## src/sv/uart_command_console_parser_core_defines.svh

```systemverilog
// assertion macros shared by the console parser rtl
`ifndef UART_COMMAND_CONSOLE_PARSER_CORE_DEFINES_SVH
`define UART_COMMAND_CONSOLE_PARSER_CORE_DEFINES_SVH

// same-cycle implication, disabled while reset is asserted
`define UCC_ASSERT_NOW(label, clk, rstn, ante, cons, msg) \
  label: assert property (@(posedge clk) disable iff (!(rstn)) (ante) |-> (cons)) \
    else $error(msg);

// next-cycle implication, disabled while reset is asserted
`define UCC_ASSERT_NEXT(label, clk, rstn, ante, cons, msg) \
  label: assert property (@(posedge clk) disable iff (!(rstn)) (ante) |=> (cons)) \
    else $error(msg);

`endif

```

## src/sv/ucc_pkg.sv

```systemverilog
// types, constants and helper functions of the console parser
package ucc_pkg;

  // line store geometry
  localparam int unsigned LineDepth = 32;
  localparam int unsigned IdxW      = $clog2(LineDepth);
  typedef logic [IdxW-1:0] idx_t;
  localparam idx_t LastIdx = idx_t'(LineDepth - 1);

  // converter reading width and binary to bcd step count
  localparam int unsigned AdcW = 10;
  localparam int unsigned DdCntW = $clog2(AdcW + 1);
  typedef logic [DdCntW-1:0] dd_cnt_t;
  localparam dd_cnt_t DdSteps = dd_cnt_t'(AdcW);

  // character positions inside a command line
  localparam idx_t PosArg    = idx_t'(14);
  localparam idx_t PosArgEnd = idx_t'(20);
  localparam idx_t PosAdcEnd = idx_t'(18);
  localparam idx_t PosDig0   = idx_t'(20);
  localparam idx_t PosDig1   = idx_t'(21);
  localparam idx_t PosDig2   = idx_t'(22);
  localparam idx_t PosDig3   = idx_t'(23);
  localparam idx_t PosLast   = idx_t'(24);

  // special characters
  localparam logic [7:0] ChCr    = 8'h0D;
  localparam logic [7:0] ChBs    = 8'h08;
  localparam logic [7:0] ChNul   = 8'h00;
  localparam logic [7:0] ChSpace = 8'h20;
  localparam logic [7:0] ChZero  = 8'h30;
  localparam logic [7:0] ChOne   = 8'h31;
  localparam logic [7:0] ChNine  = 8'h39;

  // command text
  localparam logic [8*14-1:0] KwSet  = {"/set", "_register "};
  localparam logic [8*14-1:0] KwGet  = {"/get", "_register "};
  localparam logic [8*14-1:0] KwSend = {"/send_via", "_SPI "};
  localparam logic [8*6-1:0]  ArgMux   = "ADMUX ";
  localparam logic [8*6-1:0]  ArgValue = "VALUE ";
  localparam logic [8*3-1:0]  ArgAdc   = "ADC";

  // result codes
  typedef enum logic [1:0] {
    StOk       = 2'd0,
    StUnknown  = 2'd1,
    StInvalid  = 2'd2,
    StOverflow = 2'd3
  } status_e;

  typedef enum logic [1:0] {
    ActNone   = 2'd0,
    ActMux    = 2'd1,
    ActReport = 2'd2,
    ActFrame  = 2'd3
  } action_e;

  // character i of a 14 character keyword
  function automatic logic [7:0] kw_char(input logic [8*14-1:0] s, input logic [3:0] i);
    logic [8*14-1:0] sh;
    sh = s << {i, 3'b000};
    return sh[8*14-1 -: 8];
  endfunction

  // character i of a 6 character argument word
  function automatic logic [7:0] arg_char(input logic [8*6-1:0] s, input logic [2:0] i);
    logic [8*6-1:0] sh;
    sh = s << {i, 3'b000};
    return sh[8*6-1 -: 8];
  endfunction

  // character i of a 3 character argument word
  function automatic logic [7:0] arg3_char(input logic [8*3-1:0] s, input logic [1:0] i);
    logic [8*3-1:0] sh;
    sh = s << {i, 3'b000};
    return sh[8*3-1 -: 8];
  endfunction

  // seven-segment code of one decimal digit
  function automatic logic [7:0] seg_code(input logic [3:0] d);
    logic [7:0] s;
    case (d)
      4'd0:    s = 8'b00111111;
      4'd1:    s = 8'b00000110;
      4'd2:    s = 8'b01011011;
      4'd3:    s = 8'b01001111;
      4'd4:    s = 8'b01100110;
      4'd5:    s = 8'b01101101;
      4'd6:    s = 8'b01111101;
      4'd7:    s = 8'b00000111;
      4'd8:    s = 8'b01111111;
      4'd9:    s = 8'b01101111;
      default: s = 8'b00000000;
    endcase
    return s;
  endfunction

  // inverted segment frame, ones digit in the low byte
  function automatic logic [31:0] make_frame(input logic [15:0] bcd);
    return {~seg_code(bcd[15:12]), ~seg_code(bcd[11:8]),
            ~seg_code(bcd[7:4]), ~seg_code(bcd[3:0])};
  endfunction

endpackage

```

## src/sv/ucc_ram.sv

```systemverilog
// generic simple dual-port ram with registered read
module ucc_ram #(
  parameter int unsigned Width = 8,
  parameter int unsigned Depth = 32
) (
  input  logic                     clk_i,
  input  logic                     we_i,
  input  logic [$clog2(Depth)-1:0] waddr_i,
  input  logic [Width-1:0]         wdata_i,
  input  logic [$clog2(Depth)-1:0] raddr_i,
  output logic [Width-1:0]         rdata_o
);

  logic [Width-1:0] mem_q [Depth];
  logic [Width-1:0] rdata_q;

  // one write and one registered read per cycle
  always_ff @(posedge clk_i) begin
    if (we_i) begin
      mem_q[waddr_i] <= wdata_i;
    end
    rdata_q <= mem_q[raddr_i];
  end

  assign rdata_o = rdata_q;

endmodule

```

## src/sv/uart_command_console_parser_core.sv

```systemverilog
// Console command parser: received characters in, command results out.
//
// Input channel: in_valid_i / in_stall_o with rx_byte_i and adc_value_i.
// Output channel: out_valid_o / out_stall_i with status_o, action_o,
// channel_o, reference_o and segment_frame_o. A transfer happens when valid
// is high and stall is low.
// Ordinary characters and backspaces give no result, so while the block
// is idle they stream one per cycle. A character that fills the last line
// entry loads an overflow result through the emit state once the output
// register is free, and holds the input until then. A carriage return
// starts a walk of the line store: one stored character is read and
// compared per cycle over positions 0 to 24, while the converter reading is
// turned to decimal digits one bit per cycle. The scan end, done and emit
// states follow; the result is loaded once the output register is free,
// then input is taken again. The walk is set by the store's single read port.
// The block keeps taking characters while a result waits in the output
// register; a new result waits until the previous one has been taken.
// Reset empties the line and clears channel and reference to zero.
`include "uart_command_console_parser_core_defines.svh"

module uart_command_console_parser_core (
  input  logic        clk_i,
  input  logic        rst_ni,
  input  logic        in_valid_i,
  output logic        in_stall_o,
  input  logic [7:0]  rx_byte_i,
  input  logic [9:0]  adc_value_i,
  output logic        out_valid_o,
  input  logic        out_stall_i,
  output logic [1:0]  status_o,
  output logic [1:0]  action_o,
  output logic        channel_o,
  output logic        reference_o,
  output logic [31:0] segment_frame_o
);

  typedef enum logic [2:0] {
    SIdle,
    SScan,
    SScanEnd,
    SDone,
    SEmit
  } state_e;

  // control registers
  state_e           state_q, state_d;
  ucc_pkg::idx_t    wi_q, wi_d;
  ucc_pkg::idx_t    scan_q, scan_d;
  logic             chk_vld_q, chk_vld_d;
  logic             chan_q, chan_d;
  logic             ref_q, ref_d;
  logic             out_valid_q, out_valid_d;
  ucc_pkg::dd_cnt_t dd_cnt_q, dd_cnt_d;

  // payload registers
  ucc_pkg::idx_t    chk_pos_q, chk_pos_d;
  logic             set_h_q, set_h_d, get_h_q, get_h_d, send_h_q, send_h_d;
  logic             set_a_q, set_a_d, get_a_q, get_a_d;
  logic             adc_a_q, adc_a_d, val_a_q, val_a_d;
  logic             new_chan_q, new_chan_d, new_ref_q, new_ref_d;
  logic [15:0]      val_bcd_q, val_bcd_d;
  logic [ucc_pkg::AdcW-1:0] dd_bin_q, dd_bin_d;
  logic [15:0]      dd_bcd_q, dd_bcd_d;
  ucc_pkg::status_e res_status_q, res_status_d;
  ucc_pkg::action_e res_action_q, res_action_d;
  logic [31:0]      res_frame_q, res_frame_d;
  ucc_pkg::status_e out_status_q, out_status_d;
  ucc_pkg::action_e out_action_q, out_action_d;
  logic             out_chan_q, out_chan_d;
  logic             out_ref_q, out_ref_d;
  logic [31:0]      out_frame_q, out_frame_d;

  // line store ports
  logic             ram_we;
  logic [7:0]       ram_rdata;

  logic             in_xfer;
  logic [7:0]       ch;
  logic             ch_dig;
  logic             ch_bit;
  ucc_pkg::idx_t    rel;
  logic [15:0]      dd_adj;

  assign in_stall_o = (state_q != SIdle);
  assign in_xfer    = in_valid_i && !in_stall_o;

  ucc_ram #(
    .Width (8),
    .Depth (ucc_pkg::LineDepth)
  ) u_line_ram (
    .clk_i   (clk_i),
    .we_i    (ram_we),
    .waddr_i (wi_q),
    .wdata_i (rx_byte_i),
    .raddr_i (scan_q),
    .rdata_o (ram_rdata)
  );

  // character under compare; positions past the line read as nul
  assign ch     = (chk_pos_q < wi_q) ? ram_rdata : ucc_pkg::ChNul;
  assign ch_dig = (ch >= ucc_pkg::ChZero) && (ch <= ucc_pkg::ChNine);
  assign ch_bit = (ch == ucc_pkg::ChZero) || (ch == ucc_pkg::ChOne);
  assign rel    = chk_pos_q - ucc_pkg::PosArg;

  // add-3 correction of each bcd digit before the shift
  always_comb begin
    for (int n = 0; n < 4; n++) begin
      dd_adj[4*n +: 4] = (dd_bcd_q[4*n +: 4] >= 4'd5) ? dd_bcd_q[4*n +: 4] + 4'd3
                                                     : dd_bcd_q[4*n +: 4];
    end
  end

  // sequencer and datapath next state
  always_comb begin
    state_d      = state_q;
    wi_d         = wi_q;
    scan_d       = scan_q;
    chk_vld_d    = (state_q == SScan);
    chk_pos_d    = scan_q;
    chan_d       = chan_q;
    ref_d        = ref_q;
    out_valid_d  = out_valid_q;
    dd_cnt_d     = dd_cnt_q;
    set_h_d      = set_h_q;
    get_h_d      = get_h_q;
    send_h_d     = send_h_q;
    set_a_d      = set_a_q;
    get_a_d      = get_a_q;
    adc_a_d      = adc_a_q;
    val_a_d      = val_a_q;
    new_chan_d   = new_chan_q;
    new_ref_d    = new_ref_q;
    val_bcd_d    = val_bcd_q;
    dd_bin_d     = dd_bin_q;
    dd_bcd_d     = dd_bcd_q;
    res_status_d = res_status_q;
    res_action_d = res_action_q;
    res_frame_d  = res_frame_q;
    out_status_d = out_status_q;
    out_action_d = out_action_q;
    out_chan_d   = out_chan_q;
    out_ref_d    = out_ref_q;
    out_frame_d  = out_frame_q;
    ram_we       = 1'b0;

    // output register empties on a transfer
    if (out_valid_q && !out_stall_i) begin
      out_valid_d = 1'b0;
    end

    // compare one line character against every command
    if (chk_vld_q) begin
      if (chk_pos_q < ucc_pkg::PosArg) begin
        set_h_d  = set_h_q && (ch == ucc_pkg::kw_char(ucc_pkg::KwSet, chk_pos_q[3:0]));
        get_h_d  = get_h_q && (ch == ucc_pkg::kw_char(ucc_pkg::KwGet, chk_pos_q[3:0]));
        send_h_d = send_h_q && (ch == ucc_pkg::kw_char(ucc_pkg::KwSend, chk_pos_q[3:0]));
      end else if (chk_pos_q < ucc_pkg::PosArgEnd) begin
        set_a_d = set_a_q && (ch == ucc_pkg::arg_char(ucc_pkg::ArgMux, rel[2:0]));
        val_a_d = val_a_q && (ch == ucc_pkg::arg_char(ucc_pkg::ArgValue, rel[2:0]));
        if (rel[2:0] < 3'd5) begin
          get_a_d = get_a_q && (ch == ucc_pkg::arg_char(ucc_pkg::ArgMux, rel[2:0]));
        end else begin
          get_a_d = get_a_q && (ch == ucc_pkg::ChNul);
        end
        if (chk_pos_q < ucc_pkg::PosAdcEnd) begin
          if (rel[1:0] < 2'd3) begin
            adc_a_d = adc_a_q && (ch == ucc_pkg::arg3_char(ucc_pkg::ArgAdc, rel[1:0]));
          end else begin
            adc_a_d = adc_a_q && (ch == ucc_pkg::ChNul);
          end
        end
      end else if (chk_pos_q == ucc_pkg::PosDig0) begin
        set_a_d         = set_a_q && ch_bit;
        new_chan_d      = ch[0];
        val_a_d         = val_a_q && ch_dig;
        val_bcd_d[15:12] = ch[3:0];
      end else if (chk_pos_q == ucc_pkg::PosDig1) begin
        set_a_d        = set_a_q && (ch == ucc_pkg::ChSpace);
        val_a_d        = val_a_q && ch_dig;
        val_bcd_d[11:8] = ch[3:0];
      end else if (chk_pos_q == ucc_pkg::PosDig2) begin
        set_a_d        = set_a_q && ch_bit;
        new_ref_d      = ch[0];
        val_a_d        = val_a_q && ch_dig;
        val_bcd_d[7:4] = ch[3:0];
      end else if (chk_pos_q == ucc_pkg::PosDig3) begin
        set_a_d        = set_a_q && (ch == ucc_pkg::ChNul);
        val_a_d        = val_a_q && ch_dig;
        val_bcd_d[3:0] = ch[3:0];
      end else begin
        val_a_d = val_a_q && (ch == ucc_pkg::ChNul);
      end
    end

    // one binary to bcd step per scan cycle until all steps are done
    if ((state_q == SScan) && (dd_cnt_q != ucc_pkg::DdSteps)) begin
      dd_bcd_d = {dd_adj[14:0], dd_bin_q[ucc_pkg::AdcW-1]};
      dd_bin_d = {dd_bin_q[ucc_pkg::AdcW-2:0], 1'b0};
      dd_cnt_d = dd_cnt_q + ucc_pkg::dd_cnt_t'(1);
    end

    case (state_q)
      SIdle: begin
        if (in_xfer) begin
          if (rx_byte_i == ucc_pkg::ChBs) begin
            if (wi_q != '0) begin
              wi_d = wi_q - ucc_pkg::idx_t'(1);
            end
          end else if (rx_byte_i == ucc_pkg::ChCr) begin
            scan_d   = '0;
            set_h_d  = 1'b1;
            get_h_d  = 1'b1;
            send_h_d = 1'b1;
            set_a_d  = 1'b1;
            get_a_d  = 1'b1;
            adc_a_d  = 1'b1;
            val_a_d  = 1'b1;
            dd_bin_d = adc_value_i;
            dd_bcd_d = '0;
            dd_cnt_d = '0;
            state_d  = SScan;
          end else begin
            ram_we = 1'b1;
            if (wi_q == ucc_pkg::LastIdx) begin
              wi_d         = '0;
              res_status_d = ucc_pkg::StOverflow;
              res_action_d = ucc_pkg::ActNone;
              res_frame_d  = '0;
              state_d      = SEmit;
            end else begin
              wi_d = wi_q + ucc_pkg::idx_t'(1);
            end
          end
        end
      end
      SScan: begin
        scan_d = scan_q + ucc_pkg::idx_t'(1);
        if (scan_q == ucc_pkg::PosLast) begin
          state_d = SScanEnd;
        end
      end
      SScanEnd: begin
        state_d = SDone;
      end
      SDone: begin
        res_action_d = ucc_pkg::ActNone;
        res_frame_d  = '0;
        res_status_d = ucc_pkg::StInvalid;
        if (set_h_q) begin
          if (set_a_q) begin
            chan_d       = new_chan_q;
            ref_d        = new_ref_q;
            res_status_d = ucc_pkg::StOk;
            res_action_d = ucc_pkg::ActMux;
          end
        end else if (get_h_q) begin
          if (get_a_q) begin
            res_status_d = ucc_pkg::StOk;
            res_action_d = ucc_pkg::ActReport;
          end
        end else if (send_h_q) begin
          if (adc_a_q) begin
            res_frame_d  = ucc_pkg::make_frame(dd_bcd_q);
            res_status_d = ucc_pkg::StOk;
            res_action_d = ucc_pkg::ActFrame;
          end else if (val_a_q) begin
            res_frame_d  = ucc_pkg::make_frame(val_bcd_q);
            res_status_d = ucc_pkg::StOk;
            res_action_d = ucc_pkg::ActFrame;
          end
        end else begin
          res_status_d = ucc_pkg::StUnknown;
        end
        wi_d    = '0;
        state_d = SEmit;
      end
      SEmit: begin
        if (!out_valid_q || !out_stall_i) begin
          out_status_d = res_status_q;
          out_action_d = res_action_q;
          out_chan_d   = chan_q;
          out_ref_d    = ref_q;
          out_frame_d  = res_frame_q;
          out_valid_d  = 1'b1;
          state_d      = SIdle;
        end
      end
      default: begin
        state_d = SIdle;
      end
    endcase
  end

  // control state and registered outputs
  always_ff @(posedge clk_i or negedge rst_ni) begin
    if (!rst_ni) begin
      state_q      <= SIdle;
      wi_q         <= '0;
      scan_q       <= '0;
      chk_vld_q    <= 1'b0;
      chan_q       <= 1'b0;
      ref_q        <= 1'b0;
      out_valid_q  <= 1'b0;
      dd_cnt_q     <= '0;
      out_status_q <= ucc_pkg::StOk;
      out_action_q <= ucc_pkg::ActNone;
      out_chan_q   <= 1'b0;
      out_ref_q    <= 1'b0;
      out_frame_q  <= '0;
    end else begin
      state_q      <= state_d;
      wi_q         <= wi_d;
      scan_q       <= scan_d;
      chk_vld_q    <= chk_vld_d;
      chan_q       <= chan_d;
      ref_q        <= ref_d;
      out_valid_q  <= out_valid_d;
      dd_cnt_q     <= dd_cnt_d;
      out_status_q <= out_status_d;
      out_action_q <= out_action_d;
      out_chan_q   <= out_chan_d;
      out_ref_q    <= out_ref_d;
      out_frame_q  <= out_frame_d;
    end
  end

  // compare flags, digits and result payload
  always_ff @(posedge clk_i) begin
    chk_pos_q    <= chk_pos_d;
    set_h_q      <= set_h_d;
    get_h_q      <= get_h_d;
    send_h_q     <= send_h_d;
    set_a_q      <= set_a_d;
    get_a_q      <= get_a_d;
    adc_a_q      <= adc_a_d;
    val_a_q      <= val_a_d;
    new_chan_q   <= new_chan_d;
    new_ref_q    <= new_ref_d;
    val_bcd_q    <= val_bcd_d;
    dd_bin_q     <= dd_bin_d;
    dd_bcd_q     <= dd_bcd_d;
    res_status_q <= res_status_d;
    res_action_q <= res_action_d;
    res_frame_q  <= res_frame_d;
  end

  assign out_valid_o     = out_valid_q;
  assign status_o        = out_status_q;
  assign action_o        = out_action_q;
  assign channel_o       = out_chan_q;
  assign reference_o     = out_ref_q;
  assign segment_frame_o = out_frame_q;

  // checks on the sequencer and the result coding
  `UCC_ASSERT_NEXT(a_line_cleared, clk_i, rst_ni, state_q == SDone, wi_q == '0,
    "line not emptied after a line end")
  `UCC_ASSERT_NEXT(a_cr_starts_scan, clk_i, rst_ni, in_xfer && (rx_byte_i == ucc_pkg::ChCr),
    state_q == SScan, "line end did not start the scan")
  `UCC_ASSERT_NOW(a_frame_only_sent, clk_i, rst_ni,
    out_valid_o && (action_o != ucc_pkg::ActFrame), segment_frame_o == '0,
    "frame nonzero without a frame action")
  `UCC_ASSERT_NOW(a_fail_no_action, clk_i, rst_ni,
    out_valid_o && (status_o != ucc_pkg::StOk), action_o == ucc_pkg::ActNone,
    "failed result carries an action")
  `UCC_ASSERT_NEXT(a_digits_ready, clk_i, rst_ni, state_q == SScanEnd,
    dd_cnt_q == ucc_pkg::DdSteps, "decimal conversion not finished at result time")

endmodule
```

## config.mk

```make
export PLATFORM = sky130hd
export DESIGN_NAME = uart_command_console_parser_core
export DESIGN_NICKNAME = d
export VERILOG_FILES = /design/src/sv/ucc_pkg.sv /design/src/sv/ucc_ram.sv /design/src/sv/uart_command_console_parser_core.sv
export VERILOG_INCLUDE_DIRS = /design/src /design/src/sv
export SDC_FILE = /design/constraint.sdc
export NUM_CORES = 1
export LEC_CHECK = 0
export ABC_AREA = 1
export BUFFER_PORTS_ARGS = -buffer_cell sky130_fd_sc_hd__buf_2
export CORE_MARGIN = 2
export CORE_UTILIZATION = 35
export DETAILED_ROUTE_END_ITERATION = 16
export GPL_TIMING_DRIVEN = 0
export PLACE_DENSITY = 0.57
export SKIP_LAST_GASP = 1
export SYNTH_ARGS = -nofsm -noshare
export SYNTH_HDL_FRONTEND = slang
export SYNTH_SLANG_ARGS = --single-unit
```

## constraint.sdc

```tcl
create_clock -name clk_i -period 7.1 [get_ports clk_i]
set_clock_uncertainty 0.05 [all_clocks]
set_input_delay 0.355 -clock clk_i [delete_from_list [all_inputs] [get_ports clk_i]]
set_output_delay 0.355 -clock clk_i [all_outputs]
set_load 0.05 [all_outputs]
```

==> results_dict.tcl <==
set metrics [dict create \
    maxCapViolCount 0 \
    antenna_found_initial 1 \
    path_cells "clkbuf_1, inv_1, ha_1, nand2_1, nand2_1, nand2_1, nand4_2, inv_2, o21ai_0, inv_1, ha_1, or2_1, o21ai_1, nand2_1, nand2_1" \
    netlist_instances 1997 \
    dieArea_um2 61300 \
    grt_overflow 0 \
    viasPerCell 5.08 \
    clockBufferDepth 3 \
    slew_viol_final 0 \
    min_period_ps 3590 \
    arrival_ps 4060 \
    dr.pass1.iters 6 \
    initial_utilization_pct 35.3 \
    pwr-share-clk_pct 31.3 \
    cp.required_ps 7570 \
    setup_viol 0 \
    synth.net_count 2100 \
    remaining_drc_errors 0 \
    gp_congestion 0.898 \
    gr-usage-all-layers_pct 17.5 \
    rows 89 \
    ctsHtreeMaxLevel 2 \
    holdCritPathClass "in2reg" \
    synth_top_area_cell "edfxtp_1" \
    yosysUniqueCellTypes 57 \
    ir_drop_uv 267 \
    io_pins 62 \
    cts_tree "yes" \
    status "completed" \
    cpMostUsedCell "nand2_1" \
    synth.top_cell.area_share_pct 44.1 \
    grt_start_max_net_pins 57 \
    maxClockFrequency_mhz 278 \
    syn_area_um2 20800 \
    avgSynthCellArea_um2 10.4 \
    p_total_mw 8.35 \
    die_h_um 248 \
    yosys-top-cells-area "edfxtp_1 (44%), dfxtp_1 (9.8%), dfrtp_1 (6.8%), nand2_1 (5.7%), o21ai_0 (5.1%)" \
    clk_latency_ps 610 \
    worstPathMaxFanout 9 \
    critPathBufInv 4 \
    power_density_nw_per_um2 351 \
    ys.flop_type "edfxtp_1" \
    synthArstFlopShare_pct 12.1 \
    post-route-period-util_pct 50.6 \
    slew_headroom_pct 32.7 \
    wl_per_cell_um 18.2 \
    ys.warnings.count 0 \
    path_clk_slew_ps 70 \
    power_frac_seq_pct 39.1 \
    hold_viol_final 0 \
    routed_wirelength_mm 53.4 \
    switching_share_pct 35.9 \
    postRouteAntennaNets 0 \
    p_leak_nw 9.54 \
    worst_slew_pin_slew_ps 1010 \
    start_kind "flop" \
    clock_sinks 463 \
    first_iter_violations 1279 \
    numPortBuffers 61 \
    netSwitchingPower_mw 3.00 \
    cpLargestDelayFamily "simple AND/OR/NAND/NOR gates" \
    grt_setup_unrepaired "no" \
    slowest_stage "o21ai_0" \
    area_growth_pct 14.7 \
    nets 2225 \
    synth_edf_count 305 \
    p_comb_share_pct 29.6 \
    hold_slack_ps 116 \
    p_int_mw 5.35 \
    root_buffer "clkbuf_16" \
    setup-tns-final_ps 0 \
    slowest_delay_ps 590 \
    grt_pass1_wl_mm 82.8 \
    drive_above_1_share_pct 11.7 \
    dpl.hpwl_mm 37.0 \
    die_x_um 248 \
    cts_made_buffers 50 \
    core_um2 58800 \
    ys_seq_area_share_pct 60.7 \
    route.vias.total 14900 \
    post_cts_resized 0 \
    crit_path_end_kind "flop" \
    worstSetupPathType "reg2reg" \
    grt_pass1_vias 14600 \
    synth-seq-cells 463 \
]
cell families after synthesis:
logic type,share of synthesized area [%]
and+or+nand+nor,15.0
adders and majority gates,4.88
muxes,1.90
buffers and inverters,4.89
AOI/OAI and AO/OA,11.6
xor gates and xnor gates,1.01
DFF,60.7
path summary, 6_finish.rpt:
check / from / to / slack [ps] / cells past startpoint
min: out_stall_i / out_valid_o / 120 / 3
min in group asynchronous: rst_ni / segment_frame_o[12] / 340 / 2
max reg2reg: wi_q[2] / flop / 3510 / 15
max: wi_q[2] / flop / 3510 / 15
max in group asynchronous: rst_ni / state_q[1] / 6170 / 2
min reg2reg: chk_pos_d[4] / chk_pos_q[4] / 300 / 0
synth_stat cells (12+ instances only):
library cell / n
nand2_1: 315
edfxtp_1: 305
nor2_1: 271
o21ai_0: 210
inv_1: 154
dfxtp_1: 102
ha_1: 81
o22ai_1: 74
clkbuf_1: 59
nand3_1: 57
dfrtp_1: 56
mux2_2: 35
a21oi_1: 33
o221ai_1: 24
nand4_1: 20
a31oi_1: 19
xor2_1: 19
o211ai_1: 15
inv_2: 12
nor3_1: 12
or2_2: 12
stage by stage:
step / setup slack [ps] / area (µm²) / utilization (%) / instances
floorplan: 3480 / 20800 / - / 1997
global placement: 1900 / 22000 / 37.5 / 2831
detailed placement: 3310 / 22100 / 37.5 / 2832
CTS: 3510 / 23800 / 40.5 / 2934
global route: 3160 / 23800 / 40.5 / 2936
finish: 3510 / 23800 / 40.5 / 2936
cells in the final DEF (no fill, tap or decap), types with 33 or more instances in the layout:
cell and count:
nand2_1 315, edfxtp_1 305, nor2_1 270, o21ai_0 210
inv_1 154, dfxtp_1 102, ha_1 81, clkbuf_1 77
o22ai_1 74, buf_2 71, nand3_1 57, dfrtp_1 56
clkbuf_16 50, mux2_2 35, a21oi_1 33
metal layers:
layer | track usage, % | vias up | wire (µm)
met1 | 22.6 | 7148 | 23100
li1 | - | 7156 | -
met3 | 2.91 | 96 | 3360
met5 | 0 | - | 0
met2 | 29.6 | 515 | 25300
met4 | 6.38 | 0 | 1650
area by class of cell:
type                    count  area (µm²)
fillers                  5655       35000
plain buffers              82         359
inverters                 173         657
clock inverters            24         320
multi-input cells        1279        7150
flip-flops and latches    463       12600
well taps                 773         967
diodes                      1        2.50
clock buffers              68        1320
repair buffers             73         438
power groups by stage:
| stage | combinational, mW | clock [mW] | sequential (mW) |
|---|---|---|---|
| global route | 2.69 | 2.76 | 3.29 |
| finish | 2.47 | 2.61 | 3.26 |
| floorplan | 1.41 | 0 | 3.55 |
| CTS | 2.45 | 2.66 | 3.27 |
| detailed placement | 2.44 | 0 | 3.32 |
| global placement | 2.42 | 0 | 3.31 |
worst register-to-register path: cells and delay by family (launching register included):
family / cells / cell delay, ps
buf+inv: 4 / 910
simple gates: 7 / 1010
fa+ha+maj: 2 / 560
flops: 1 / 330
compound gates: 2 / 670
repair_timing:
| action | in CTS | in global routing |
|---|---|---|
| hold endpoints to repair | 10 | 56 |
| setup buffers | 0 | 0 |
| hold buffers | 10 | 1 |
Power figures use the tool's default switching activity.
